[src/design/efr_pkg.sv]
// ----------------------------------------------------------------------------
// efr_pkg: shared types and constants of the escaped frame receiver
// Byte codes of the escape scheme, counter limits, status codes and the
// result record that travels from the decoder to the result queue.
// ----------------------------------------------------------------------------
package efr_pkg;

  localparam int MAX_FRAME_BYTES = 1024;
  localparam int COUNT_W         = 11;
  // Counters stop at the frame size, or at what 11 bits can hold.
  localparam int COUNT_CAP       = (MAX_FRAME_BYTES < 2047) ? MAX_FRAME_BYTES : 2047;
  localparam logic [COUNT_W-1:0] COUNT_CAP_V = COUNT_W'(COUNT_CAP);

  localparam logic [COUNT_W-1:0] MIN_LEN_RESET = COUNT_W'(9);

  localparam logic [7:0] FLAG_BYTE = 8'h7e;
  localparam logic [7:0] ESC_BYTE  = 8'h7d;
  localparam logic [7:0] ESC_FLAG  = 8'h02;
  localparam logic [7:0] ESC_ESC   = 8'h01;

  // Byte positions of the decoded header.
  localparam logic [COUNT_W-1:0] IDX_CHECKSUM = COUNT_W'(0);
  localparam logic [COUNT_W-1:0] IDX_FLOW_HI  = COUNT_W'(1);
  localparam logic [COUNT_W-1:0] IDX_FLOW_LO  = COUNT_W'(2);
  localparam logic [COUNT_W-1:0] IDX_SUM_FROM = COUNT_W'(3);
  localparam logic [COUNT_W-1:0] IDX_FUNCTION = COUNT_W'(6);

  localparam logic [1:0] FLAG_COUNT_MAX  = 2'd3;
  localparam logic [1:0] FLAG_COUNT_GOOD = 2'd2;

  // Result queue: power-of-two depth, room for the two results of one item.
  localparam int QUEUE_DEPTH = 4;
  localparam int QPTR_W      = $clog2(QUEUE_DEPTH);
  localparam int QCNT_W      = $clog2(QUEUE_DEPTH + 1);

  typedef enum logic [2:0] {
    ST_OK         = 3'd0,
    ST_FLAG_COUNT = 3'd1,
    ST_TOO_SHORT  = 3'd2,
    ST_BAD_ESCAPE = 3'd3,
    ST_CHECKSUM   = 3'd4
  } status_t;

  typedef enum logic {
    KIND_DATA   = 1'b0,
    KIND_STATUS = 1'b1
  } kind_t;

  typedef struct packed {
    kind_t              kind;
    logic [7:0]         out_byte;
    status_t            status;
    logic [15:0]        flow_id;
    logic [7:0]         function_code;
    logic [COUNT_W-1:0] frame_length;
  } result_t;

  // Results produced by one item: count is 0, 1 or 2.
  typedef struct packed {
    logic [1:0] count;
    result_t    first;
    result_t    second;
  } push_t;

endpackage

[src/design/efr_frame_decoder.sv]
// ----------------------------------------------------------------------------
// efr_frame_decoder: per-frame unescape state and result forming
// Decodes one raw byte per step, keeps the frame's counters, sum and header
// captures, and forms the data result and the end-of-frame status result.
// ----------------------------------------------------------------------------
module efr_frame_decoder
  import efr_pkg::*;
(
  input  logic               clk,
  input  logic               rst,
  input  logic               step,
  input  logic [7:0]         data_byte,
  input  logic               is_last,
  input  logic [COUNT_W-1:0] min_raw_length,
  output push_t              push
);

  logic               escape_pending, escape_pending_next;
  logic [1:0]         flag_count, flag_count_next;
  logic [COUNT_W-1:0] raw_count, raw_count_next;
  logic [COUNT_W-1:0] unescaped_count, unescaped_count_next;
  logic [7:0]         running_sum, running_sum_next;
  logic [7:0]         stored_checksum, stored_checksum_next;
  logic [15:0]        captured_flow_id, captured_flow_id_next;
  logic [7:0]         captured_function, captured_function_next;
  logic               escape_error, escape_error_next;

  logic       take;
  logic [7:0] take_val;
  status_t    frame_status;
  result_t    data_res;
  result_t    stat_res;

  always_comb begin
    escape_pending_next    = escape_pending;
    flag_count_next        = flag_count;
    raw_count_next         = raw_count;
    unescaped_count_next   = unescaped_count;
    running_sum_next       = running_sum;
    stored_checksum_next   = stored_checksum;
    captured_flow_id_next  = captured_flow_id;
    captured_function_next = captured_function;
    escape_error_next      = escape_error;
    take                   = 1'b0;
    take_val               = 8'h00;

    if (raw_count < COUNT_CAP_V) begin
      raw_count_next = raw_count + COUNT_W'(1);
    end
    if (data_byte == FLAG_BYTE && flag_count != FLAG_COUNT_MAX) begin
      flag_count_next = flag_count + 2'd1;
    end

    if (escape_pending) begin
      escape_pending_next = 1'b0;
      if (!escape_error && data_byte == ESC_FLAG) begin
        take     = 1'b1;
        take_val = FLAG_BYTE;
      end else if (!escape_error && data_byte == ESC_ESC) begin
        take     = 1'b1;
        take_val = ESC_BYTE;
      end else begin
        escape_error_next = 1'b1;
      end
    end else if (data_byte == ESC_BYTE) begin
      escape_pending_next = 1'b1;
    end else if (data_byte != FLAG_BYTE && !escape_error) begin
      take     = 1'b1;
      take_val = data_byte;
    end

    if (take) begin
      if (unescaped_count == IDX_CHECKSUM) begin
        stored_checksum_next = take_val;
      end else if (unescaped_count == IDX_FLOW_HI) begin
        captured_flow_id_next[15:8] = take_val;
      end else if (unescaped_count == IDX_FLOW_LO) begin
        captured_flow_id_next[7:0] = take_val;
      end else if (unescaped_count == IDX_FUNCTION) begin
        captured_function_next = take_val;
      end
      if (unescaped_count >= IDX_SUM_FROM) begin
        running_sum_next = running_sum + take_val;
      end
      if (unescaped_count < COUNT_CAP_V) begin
        unescaped_count_next = unescaped_count + COUNT_W'(1);
      end
    end

    // An escape byte that ends the frame has nothing to pair with.
    if (is_last && escape_pending_next) begin
      escape_error_next = 1'b1;
    end

    if (flag_count_next != FLAG_COUNT_GOOD) begin
      frame_status = ST_FLAG_COUNT;
    end else if (raw_count_next < min_raw_length) begin
      frame_status = ST_TOO_SHORT;
    end else if (escape_error_next) begin
      frame_status = ST_BAD_ESCAPE;
    end else if (running_sum_next != stored_checksum_next) begin
      frame_status = ST_CHECKSUM;
    end else begin
      frame_status = ST_OK;
    end

    data_res               = '0;
    data_res.kind          = KIND_DATA;
    data_res.out_byte      = take_val;
    data_res.status        = ST_OK;

    stat_res               = '0;
    stat_res.kind          = KIND_STATUS;
    stat_res.status        = frame_status;
    stat_res.flow_id       = captured_flow_id_next;
    stat_res.function_code = captured_function_next;
    stat_res.frame_length  = unescaped_count_next;

    push.first  = take ? data_res : stat_res;
    push.second = stat_res;
    push.count  = step ? ({1'b0, take} + {1'b0, is_last}) : 2'd0;
  end

  always_ff @(posedge clk) begin
    if (rst || (step && is_last)) begin
      escape_pending    <= 1'b0;
      flag_count        <= 2'd0;
      raw_count         <= '0;
      unescaped_count   <= '0;
      running_sum       <= 8'h00;
      stored_checksum   <= 8'h00;
      captured_flow_id  <= 16'h0000;
      captured_function <= 8'h00;
      escape_error      <= 1'b0;
    end else if (step) begin
      escape_pending    <= escape_pending_next;
      flag_count        <= flag_count_next;
      raw_count         <= raw_count_next;
      unescaped_count   <= unescaped_count_next;
      running_sum       <= running_sum_next;
      stored_checksum   <= stored_checksum_next;
      captured_flow_id  <= captured_flow_id_next;
      captured_function <= captured_function_next;
      escape_error      <= escape_error_next;
    end
  end

endmodule

[src/design/efr_result_queue.sv]
// ----------------------------------------------------------------------------
// efr_result_queue: small result queue in front of the output channel
// Takes up to two results a cycle, and gives up one a cycle from the head when popped.
// ----------------------------------------------------------------------------
module efr_result_queue
  import efr_pkg::*;
(
  input  logic              clk,
  input  logic              rst,
  input  push_t             push,
  input  logic              pop,
  output result_t           head,
  output logic [QCNT_W-1:0] count
);

  result_t           entries [QUEUE_DEPTH];
  logic [QPTR_W-1:0] wr_ptr;
  logic [QPTR_W-1:0] rd_ptr;
  logic [QPTR_W-1:0] wr_ptr_plus;

  assign wr_ptr_plus = wr_ptr + QPTR_W'(1);
  assign head        = entries[rd_ptr];

  always_ff @(posedge clk) begin
    if (push.count != 2'd0) begin
      entries[wr_ptr] <= push.first;
    end
    if (push.count == 2'd2) begin
      entries[wr_ptr_plus] <= push.second;
    end
  end

  always_ff @(posedge clk) begin
    if (rst) begin
      wr_ptr <= '0;
      rd_ptr <= '0;
      count  <= '0;
    end else begin
      wr_ptr <= wr_ptr + QPTR_W'(push.count);
      rd_ptr <= rd_ptr + QPTR_W'(pop);
      count  <= count + QCNT_W'(push.count) - QCNT_W'(pop);
    end
  end

endmodule

[src/design/escaped_frame_receiver_core.sv]
// ----------------------------------------------------------------------------
// escaped_frame_receiver_core: byte unescaper and frame checker
// Drops flag bytes, undoes the two-byte escapes, streams decoded bytes out
// and closes each frame with a status item carrying the header fields.
// ----------------------------------------------------------------------------
//
//  channel  | direction | handshake            | payload
//  ---------+-----------+----------------------+---------------------------------
//  in       | in        | in_valid / in_stall  | in_byte, last_byte
//  out      | out       | out_valid / out_stall| kind, out_byte, status, flow_id,
//           |           |                      | function_code, frame_length
//  cfg      | in        | cfg_we               | cfg_data (min_raw_length)
//
//  One raw byte is taken per cycle while in_stall is low. It is held in the
//  input register, is decoded there and its results land in a four-entry
//  queue, from whose head the output channel offers them.
//  A byte makes zero, one or two items; the output drains one item a cycle
//  while out_stall is low, so the closing byte of a frame adds its status item.
//  The input register advances only while the queue has room for two items;
//  otherwise in_stall rises and the byte holds.
//  rst (synchronous) clears the frame state, the queue and the input
//  register, and sets the minimum raw length back to 9.
// ----------------------------------------------------------------------------
module escaped_frame_receiver_core
  import efr_pkg::*;
(
  input  logic               clk,
  input  logic               rst,
  // configuration
  input  logic               cfg_we,
  input  logic [COUNT_W-1:0] cfg_data,
  // raw byte input
  input  logic               in_valid,
  output logic               in_stall,
  input  logic [7:0]         in_byte,
  input  logic               last_byte,
  // result output
  output logic               out_valid,
  input  logic               out_stall,
  output logic               kind,
  output logic [7:0]         out_byte,
  output logic [2:0]         status,
  output logic [15:0]        flow_id,
  output logic [7:0]         function_code,
  output logic [COUNT_W-1:0] frame_length
);

  logic [COUNT_W-1:0] min_raw_length;

  // Input register.
  logic               in_full;
  logic [7:0]         in_q_byte;
  logic               in_q_last;

  logic               in_accept;
  logic               step;
  logic               pop;
  push_t              push;
  result_t            head;
  logic [QCNT_W-1:0]  q_count;

  // Advance the held byte only when the queue can take both of its results.
  assign step      = in_full && (q_count <= QCNT_W'(QUEUE_DEPTH - 2));
  assign in_stall  = in_full && !step;
  assign in_accept = in_valid && !in_stall;

  assign out_valid = (q_count != '0);
  assign pop       = out_valid && !out_stall;

  always_ff @(posedge clk) begin
    if (rst) begin
      min_raw_length <= MIN_LEN_RESET;
    end else if (cfg_we) begin
      min_raw_length <= cfg_data;
    end
  end

  always_ff @(posedge clk) begin
    if (rst) begin
      in_full <= 1'b0;
    end else if (in_accept) begin
      in_full <= 1'b1;
    end else if (step) begin
      in_full <= 1'b0;
    end
  end

  // Payload of the input register: load on accept, hold otherwise.
  always_ff @(posedge clk) begin
    if (in_accept) begin
      in_q_byte <= in_byte;
      in_q_last <= last_byte;
    end
  end

  efr_frame_decoder u_decoder (
    .clk            (clk),
    .rst            (rst),
    .step           (step),
    .data_byte      (in_q_byte),
    .is_last        (in_q_last),
    .min_raw_length (min_raw_length),
    .push           (push)
  );

  efr_result_queue u_queue (
    .clk   (clk),
    .rst   (rst),
    .push  (push),
    .pop   (pop),
    .head  (head),
    .count (q_count)
  );

  // Drive the output fields straight from the queue head.
  assign kind          = head.kind;
  assign out_byte      = head.out_byte;
  assign status        = head.status;
  assign flow_id       = head.flow_id;
  assign function_code = head.function_code;
  assign frame_length  = head.frame_length;

endmodule

[config.mk]
export PLATFORM = sky130hd
export DESIGN_NAME = escaped_frame_receiver_core
export DESIGN_NICKNAME = d
export VERILOG_FILES = /design/src/design/efr_pkg.sv /design/src/design/efr_frame_decoder.sv /design/src/design/efr_result_queue.sv /design/src/design/escaped_frame_receiver_core.sv
export SDC_FILE = /design/constraint.sdc
export NUM_CORES = 1
export LEC_CHECK = 0
export ABC_AREA = 1
export BUFFER_PORTS_ARGS = -buffer_cell sky130_fd_sc_hd__buf_2
export CORE_ASPECT_RATIO = 2
export CORE_MARGIN = 2
export CORE_UTILIZATION = 65
export CTS_BUF_LIST = sky130_fd_sc_hd__clkbuf_4 sky130_fd_sc_hd__clkbuf_8
export DETAILED_ROUTE_END_ITERATION = 8
export GPL_TIMING_DRIVEN = 0
export HOLD_SLACK_MARGIN = 0.15
export PLACE_DENSITY_LB_ADDON = 0.12
export SYNTH_ARGS = -nofsm -noshare
export SYNTH_HDL_FRONTEND = slang
export SYNTH_SLANG_ARGS = --single-unit
[constraint.sdc]
create_clock -name clk -period 7 [get_ports clk]
set_input_delay 0.35 -clock clk [delete_from_list [all_inputs] [get_ports clk]]
set_output_delay 0.35 -clock clk [all_outputs]
set_load 0.05 [all_outputs]
==> Word level (Yosys, flattened, before mapping) <==
Memory sizes are Yosys's and may differ from the RTL's. A register that Yosys moved wholly into a read port is not among the register bits.
Cells that the tools add are included.
{ "totals": {"out_inout_bits": 49, "wordCells": 110, "inputBits": 25, "ram_bits": 188, "reg_bits": 94, "mem_count": 1} }
{ "classes": {"eq_ne": 12, "mux": 47, "addsub": 10, "reduce_logical": 19, "magnitude_cmp": 5} }
{ "memory_table": {"columns": ["memory", "words", "width", "read_ports", "rd_ports_with_merged_regs", "write_ports", "line", "rtl"], "rows": [
  ["u_queue.entries", 4, 47, 1, 1, 2, "efr_result_queue.sv:16", "result_t entries [QUEUE_DEPTH];"]
]} }
{ "op_table": {"columns": ["op", "n"], "rows": [
  ["$mux 8", 16],
  ["$mux 47", 1],
  ["$mux 11", 3],
  ["$mux 16", 2],
  ["$add 11x1->11 const B", 2],
  ["$lt 11x11->1 const B", 2],
  ["$mux 1", 17],
  ["$eq 8x7->1 const B", 2],
  ["$mux 3", 4],
  ["$eq 11x1->1 const B", 1],
  ["$eq 11x2->1 const B", 1],
  ["$eq 11x3->1 const B", 1],
  ["$ge 11x2->1 const B", 1],
  ["$logic_not 11->1", 1],
  ["$lt 11x11->1", 1],
  ["$logic_and 1x1->1", 10],
  ["$add 8x8->8", 1],
  ["$eq 8x1->1 const B", 1],
  ["$eq 8x2->1 const B", 1],
  ["$ne 8x7->1 const B", 1],
  ["$ne 8x8->1", 1],
  ["$mux 7", 1],
  ["$mux 2", 3],
  ["$add 2x1->2 const B", 2],
  ["12 further kinds", 17]
]} }

==> Logic depth before layout (Yosys ltp) <==
Gate-level depths: netlist (run 1).
{ "logic_depth": {"ltp_word": 14, "ltp_mapped": 29, "mapped_depth_nobuf": 27} }

==> By module <==
From an unflattened synthesis (run 1), not the netlist that was laid out.
{ "unflattened": {"cells_unflattened": 1995, "hier_area_um2": 15808.9} }
{ "modules_own_cells": {"columns": ["module", "seq_area_each_um2", "instances", "cells_per_inst", "area_per_inst_um2"], "rows": [
  ["efr_result_queue", 5785.5, 1, 1076, 9912.0],
  ["efr_frame_decoder", 1321.3, 1, 845, 5153.7],
  ["escaped_frame_receiver_core", 510.5, 1, 74, 743.2]
]} }

==> Worst setup path after synthesis (run 1) <==
Ideal clock, no wire load.
{ "synth_timing": {"path_type": "reg-to-reg", "start": "reg in_q_byte[7]", "end": "mem u_queue.entries[0][0] (netlist bit), enable pin", "arrival_time_ns": 2.925, "path_stages_with_launch": 17, "period_less_slack_ns": 3.442, "path_slack_ns": 3.558, "required_time_ns": 6.483, "setup_ns": 0.517, "path_buffers": 1, "path_cell_list": "edfxtp_1 inv_2 nand2_1 nor2_2 nand2_1 nand3_2 nand2_4 nand2_8 inv_4 ha_1 inv_1 nor2_2 nor2_1 nor3_2 inv_2 clkbuf_1 nand2_1"} }
{ "synth_lines": {"columns": ["element", "line", "rtl"], "rows": [
  ["start: declaration", "escaped_frame_receiver_core.sv:52", "logic [7:0] in_q_byte;"],
  ["start signal: assignment", "escaped_frame_receiver_core.sv:91", "in_q_byte <= in_byte;"],
  ["end: declaration", "efr_result_queue.sv:16", null]
]} }

==> results of run 1 <==
-- path summary, 6_finish.rpt --
kind / startpoint / slack (ps) / end / cells after the start
worst max-delay path: in_q_byte[0] / 2880 / u_queue.entries[3][19] / 17
worst min-delay path: rst / 220 / min_raw_length[5] / 4
worst max register to register: in_q_byte[0] / 2880 / u_queue.entries[3][19] / 17
worst min register to register: u_queue.entries[1][46] / 470 / u_queue.entries[1][46] / 2
-- what timing repair did --
action / CTS / global route
hold buffers: 25 / 0
endpoints found under the setup margin: 0 / 0
buffers inserted: 0 / 0
hold endpoints to repair: 21 / 0
-- layer usage --
metal / vias up / share of wire
met1: 5859 / 0.37
met5: - / 0
met3: 164 / 0.078
met4: 0 / 0.069
met2: 707 / 0.49
li1: 5803 / -
-- stage by stage --
stage	area [µm²]	setup slack, ps	total power, W
after CTS	15900	3050	0.00588
after global placement	14700	2310	0.00445
final	15900	2880	0.00593
after global routing	15900	2760	0.00619
after floorplan	14000	3560	0.00388
after detailed placement	14800	3090	0.00453
-- flip-flops by register name (all words and copies together), names as in the netlist --
signal / count
u_queue.rd_ptr: 2
u_decoder.flag_count: 2
u_decoder.unescaped_count: 11
u_queue.count: 3
u_decoder.escape_pending: 1
u_decoder.captured_function: 8
in_q_byte: 8
u_queue.wr_ptr: 2
in_q_last: 1
u_queue.entries: 188
u_decoder.raw_count: 11
u_decoder.escape_error: 1
u_decoder.running_sum: 8
u_decoder.stored_checksum: 8
min_raw_length: 11
u_decoder.captured_flow_id: 16
in_full: 1
-- worst register-to-register path, delay by kind of cell (launching register included) --
| family | cells | cell delay, ps |
|---|---|---|
| buf+inv | 6 | 1250 |
| fa+ha+maj | 1 | 300 |
| simple gates | 10 | 1870 |
| flops | 1 | 430 |
-- cell usage in the layout, fill, tap and decap left out, types with 18 or more instances in the layout --
cell	count
a21oi_1	62
buf_2	88
clkbuf_1	55
clkbuf_8	43
dfxtp_1	121
dlygate4sd3_1	25
edfxtp_1	161
ha_1	29
inv_1	197
inv_2	18
nand2_1	236
nand3_1	58
nor2_1	244
o211ai_1	25
o21ai_0	178
o21ai_1	26
o22ai_1	92
-- area by class of cell --
class                           instances  area, µm²  area share
Clock buffer                           60        719      0.0452
Tap cell                              273        342      0.0215
Inverter                              217        820      0.0515
Buffer                                 81        360      0.0227
Timing Repair Buffer                  102        711      0.0447
Multi-Input combinational cell       1058       5580       0.351
Clock inverter                         12        114     0.00716
Sequential cell                       282       7260       0.456
-- where the power goes --
| part | switching [W] | internal (W) | total (W) |
|---|---|---|---|
| clock | 0.000629 | 0.000733 | 0.00136 |
| sequential | 0.000132 | 0.00197 | 0.00210 |
| combinational | 0.00184 | 0.000629 | 0.00247 |
-- logic make-up after synthesis --
group / count (synthesis)
xor gates and xnor gates: 24
adders and majority gates: 31
and+or+nand+nor: 593
DFF: 282
AOI/OAI and AO/OA: 410
buffers and inverters: 298
==> results.txt, run 1 <==
Worst path arrival time -> 4410 ps
Max_cap viols -> 0
CP startpoint kind -> flip-flop
Final setup viols -> 0
Clock transition at the registers of the reported paths -> 70 ps
Die Wd -> 108 µm
Post-CTS sizing -> 0
Crit Path Category -> flip-flop to flip-flop
Post-synth top cells -> nor2_1 (244), nand2_1 (240), inv_1 (197)
Layout Utilization -> 0.746
Ys async rst share -> 0
Synth warn -> 0
Met3 usage -> 0.0474
Hold_ws -> 215 ps
Die Ht -> 212 µm
Syn avg cell area -> 8.55 µm²
Iteration-0 DRC Markers -> 1,480
Synthesis-to-finish area growth -> 13.5%
CP top delay family -> simple AND/OR/NAND/NOR gates
Max FO, Critical Path -> 21
GR Util All Layers -> 0.362
Post-Synth Adder-Cell Area -> 0.0288
Vias in the first global route -> 12,200
Synth Net Count -> 1,694
Top post-synthesis cells by area -> edfxtp_1 (35%), dfxtp_1 (17%), nor2_1 (6.5%), nand2_1 (6.4%), o21ai_0 (6.4%)
Detailed placer's ending HPWL -> 28,500 µm
Top Ports -> 74
Max Buffers Root-to-Sink -> 3
Antenna diode count -> 0
Drt wl/cell -> 19.4 µm
Sequential share of the synthesized area -> 0.518
Period utilization -> 0.588
CP Capture Type -> flip-flop
Total clock sinks -> 282
CP required -> 7290 ps
Share of layout cells above drive strength 1 -> 0.136
First-pass GRT wire length -> 63,500 µm
Top-count cell post-synth -> nor2_1
RSZ-0062 raised after global routing -> false
Top_reg_cell synth -> edfxtp_1
Distinct cells, synth -> 45
CTS root buffer -> clkbuf_8
M1 GR Usage -> 0.438
Core Region -> 21,300 µm²
CP max stage cell -> clkbuf_1
GR met2 Demand/Resource -> 0.601
Final min period -> 4120 ps
Leading area contributor after synthesis -> edfxtp_1
Synth Instances -> 1,638
CTS HTree Levels -> 2
Worst-margin pin slew -> 1020 ps
Largest family of logic cells by synthesized area -> simple AND/OR/NAND/NOR gates
Worst Skew -> 20.7 ps
Final Max Tran Viols -> 0
Initial core utilization -> 0.657
Placed insts -> 1,988
Vias/cell -> 6.01
WP buf/inv -> 6
Final-stage net count -> 1,837
Clk_lat worst skew -> 560 ps
Leak -> 6.94 nW
Num CTS Buffers -> 39
Port Buffers -> 73
Post-route setup TNS -> 0 ps
Drt first pass iters -> 6
Slowest stage delay, CP -> 480 ps
Post-Layout Cell Count -> 2,085
Fmax -> 243 MHz
PwrDens -> 373 nW/µm²
Compound-Gate Fraction of Synth Area -> 0.170
Worst hold path type -> primary input to flip-flop
Synth Area in XOR/XNOR -> 0.0150
Via count -> 12,500
GP Congestion -> 0.969
Largest net degree at the start of global routing -> 23
Post-synth top area share -> 0.345
Antenna violations before repair -> 0
Mux share of post-synthesis cell area -> 0
Number of flops mapped to enable cells by yosys -> 161
Remaining global-route overflow -> 0
Hold Fails Final Rpt -> 0
Max transition margin -> 0.318
Simple-gate share of the synthesized area -> 0.184
Post-route antenna net violation count -> 0
Die area -> 22,800 µm²
Gr busiest metal -> met2
Yosys reg bits -> 282
Total Wirelength -> 40,500 µm
Critical-path cell list -> inv_1 -> nand2_1 -> nor2_1 -> nand2_2 -> nand3_2 -> nand2_4 -> nand2_8 -> inv_4 -> ha_1 -> inv_1 -> nor2_2 -> nor2_1 -> nor3_2 -> inv_2 -> clkbuf_1 -> nand2_2 -> buf_16
Cell Rows -> 76
CTS tree -> yes
Mapped Area -> 14,000 µm²
Filler cell count -> 1,561
Drc violations -> 0
Status -> finished clean
Max IR drop VDD -> 0.413 mV
Power figures use the tool's default switching activity.
==> run 2: changes to the inputs <==
Settings changed: ABC_AREA 1 to 0, CORE_UTILIZATION 65 to 63.
Clock period 7 ns to 4.3 ns, I/O delays scaled along.
==> results.txt, run 2 <==
Vias in the first global route -> 10,400
Die area -> 22,600 µm²
Yosys reg bits -> 282
Worst path arrival time -> 4530 ps
Reg area -> 7260 µm²
Port Buffers -> 72
Leak -> 5.64 nW
Share of layout cells above drive strength 1 -> 0.185
Leading area contributor after synthesis -> edfxtp_1
Final setup viols -> 0
Simple-gate share of the synthesized area -> 0.157
Synthesis-to-finish area growth -> 14.9%
Initial core utilization -> 0.642
Worst-margin pin slew -> 1150 ps
Antenna violations before repair -> 0
Biggest register -> u_queue.entries
Total power -> 0.00784 W
Post-synth top area share -> 0.360
Max FO, Critical Path -> 10
Multi-input logic area -> 5780 µm²
Syn avg cell area -> 10.9 µm²
Total clock sinks -> 282
Antenna diode count -> 0
Final min period -> 4150 ps
R2r startpoint -> in_q_byte[5]
Period utilization -> 0.965
Area after DPL -> 14,200 µm²
Fin area -> 15,400 µm²
RSZ-0062 raised after global routing -> true
Filler cell count -> 1,475
Drc violations -> 0
Iteration-0 DRC Markers -> 803
Distinct cells, synth -> 71
Post-route antenna net violation count -> 0
Post-Synth Adder-Cell Area -> 0.0300
Number of flops mapped to enable cells by yosys -> 161
Total Wirelength -> 35,700 µm
Drt first pass iters -> 7
Cell Rows -> 75
Die Wd -> 107 µm
Remaining global-route overflow -> 0
Drt wl/cell -> 21.2 µm
Mapped Area -> 13,400 µm²
Post-synth top cells -> nor2_1 (217), edfxtp_1 (161), dfxtp_1 (121)
Top Ports -> 74
Hold Fails Final Rpt -> 0
Fmax -> 241 MHz
Ys async rst share -> 0
Via count -> 10,200
GP Congestion -> 0.925
Top post-synthesis cells by area -> edfxtp_1 (36%), dfxtp_1 (18%), mux4_2 (7.9%), nor2_1 (6.1%), o21ai_0 (3.8%)
PwrDens -> 508 nW/µm²
Mux share of post-synthesis cell area -> 0.110
CP startpoint kind -> flip-flop
Max_cap viols -> 0
Clock transition at the registers of the reported paths -> 70 ps
Top-count cell post-synth -> nor2_1
Number of flip-flops in the largest register -> 188
Crit Path Category -> flip-flop to flip-flop
Top_reg_cell synth -> edfxtp_1
HP Start -> out_stall
Status -> finished clean
Final-stage net count -> 1,439
Synth Instances -> 1,234
Commonest non-fill, non-tap cells in the layout -> nor2_1 (215), edfxtp_1 (161), dfxtp_1 (121)
Max Buffers Root-to-Sink -> 3
Core Region -> 20,900 µm²
Worst hold path type -> primary input to flip-flop
Num CTS Buffers -> 39
Compound-Gate Fraction of Synth Area -> 0.0916
Vias/cell -> 6.07
Most common cell after layout, fill and taps aside -> nor2_1
Largest family of logic cells by synthesized area -> simple AND/OR/NAND/NOR gates
Worst Skew -> 32.6 ps
Max transition margin -> 0.229
Synth Net Count -> 1,290
Sequential share of the synthesized area -> 0.540
CTS tree -> yes
Synth Area in XOR/XNOR -> 0.0370
Final Max Tran Viols -> 0
GR Util All Layers -> 0.323
Detailed placer's ending HPWL -> 25,400 µm
Layout Utilization -> 0.737
CP Launch Point -> in_q_byte[5]
CTS HTree Levels -> 2
Max IR drop VDD -> 0.382 mV
Clk_lat worst skew -> 570 ps
First-pass GRT wire length -> 55,000 µm
Die Ht -> 210 µm
Largest net degree at the start of global routing -> 25
CTS root buffer -> clkbuf_8
Top flop regs -> u_queue.entries (188), u_decoder.captured_flow_id (16)
CP required -> 4680 ps
Synth warn -> 0
CP Capture Type -> flip-flop
run 2: path summary, 6_finish.rpt:
| check | slack [ps] | cells past startpoint | to |
|---|---|---|---|
| setup reg to reg | 150 | 11 | u_queue.entries[1][27] |
| hold / removal | 200 | 4 | u_queue.rd_ptr[0] |
| setup / recovery | 150 | 11 | u_queue.entries[1][27] |
| hold reg to reg | 450 | 2 | u_queue.entries[2][46] |
run 2: logic make-up after synthesis:
logic type | Yosys count
buffers and inverters | 113
flip-flops | 282
AO/OA/AOI/OAI | 206
adder cells (fa/ha/maj) | 31
multiplexers | 89
AND/OR/NAND/NOR | 458
XOR/XNOR | 55
run 2: layer usage:
metal  part of all wire  track usage  routed length [µm]
met3              0.068       0.0371                2410
met5                  0            0                   0
met2               0.55        0.604               19700
met1               0.33        0.341               11700
met4              0.053        0.185                1910
run 2: through the flow:
stage | setup TNS [ps] | worst slack [ps] | cells | hold slack [ps]
after global placement | -158840 | -1240 | 1575 | 392
after floorplan | 0 | 221 | 1234 | 314
after global routing | -37.1 | -17.8 | 1683 | 228
final | 0 | 150 | 1683 | 197
after detailed placement | -23490 | -396 | 1579 | 393
after CTS | 0 | 21.1 | 1680 | 189
run 2: final cells by class:
cell class,count,share of cell area
Clock buffer,56,0.0447
Inverter,33,0.00819
Multi-Input combinational cell,839,0.375
Timing Repair Buffer,109,0.0506
Clock inverter,16,0.00762
Sequential cell,282,0.470
Tap cell,269,0.0218
Buffer,79,0.0218
run 2: what timing repair did:
item                                    CTS  global route
buffers inserted                          1             4
hold endpoints to repair                 24             0
hold buffers                             28             0
gates resized for setup                   9            13
endpoints found under the setup margin  121            92
pin swaps                                 1             2
run 2: worst max-delay path, cell delays in order (launching register included):
cell and delay [ps]:
edfxtp_1 490, nor4_4 280, buf_4 190, nand4_4 170, a21o_1 220, buf_6 150, inv_4 120, clkbuf_4 250
ha_1 330, nor4_2 1010, nand2_1 460, o21ai_0 320
run 2: power breakdown:
group / total [W] / switching [W] / internal, W
Combinational: 0.00243 / 0.00164 / 0.000787
Clock: 0.00216 / 0.00105 / 0.00111
Sequential: 0.00325 / 0.000139 / 0.00311
Total: 0.00784 / 0.00283 / 0.00501
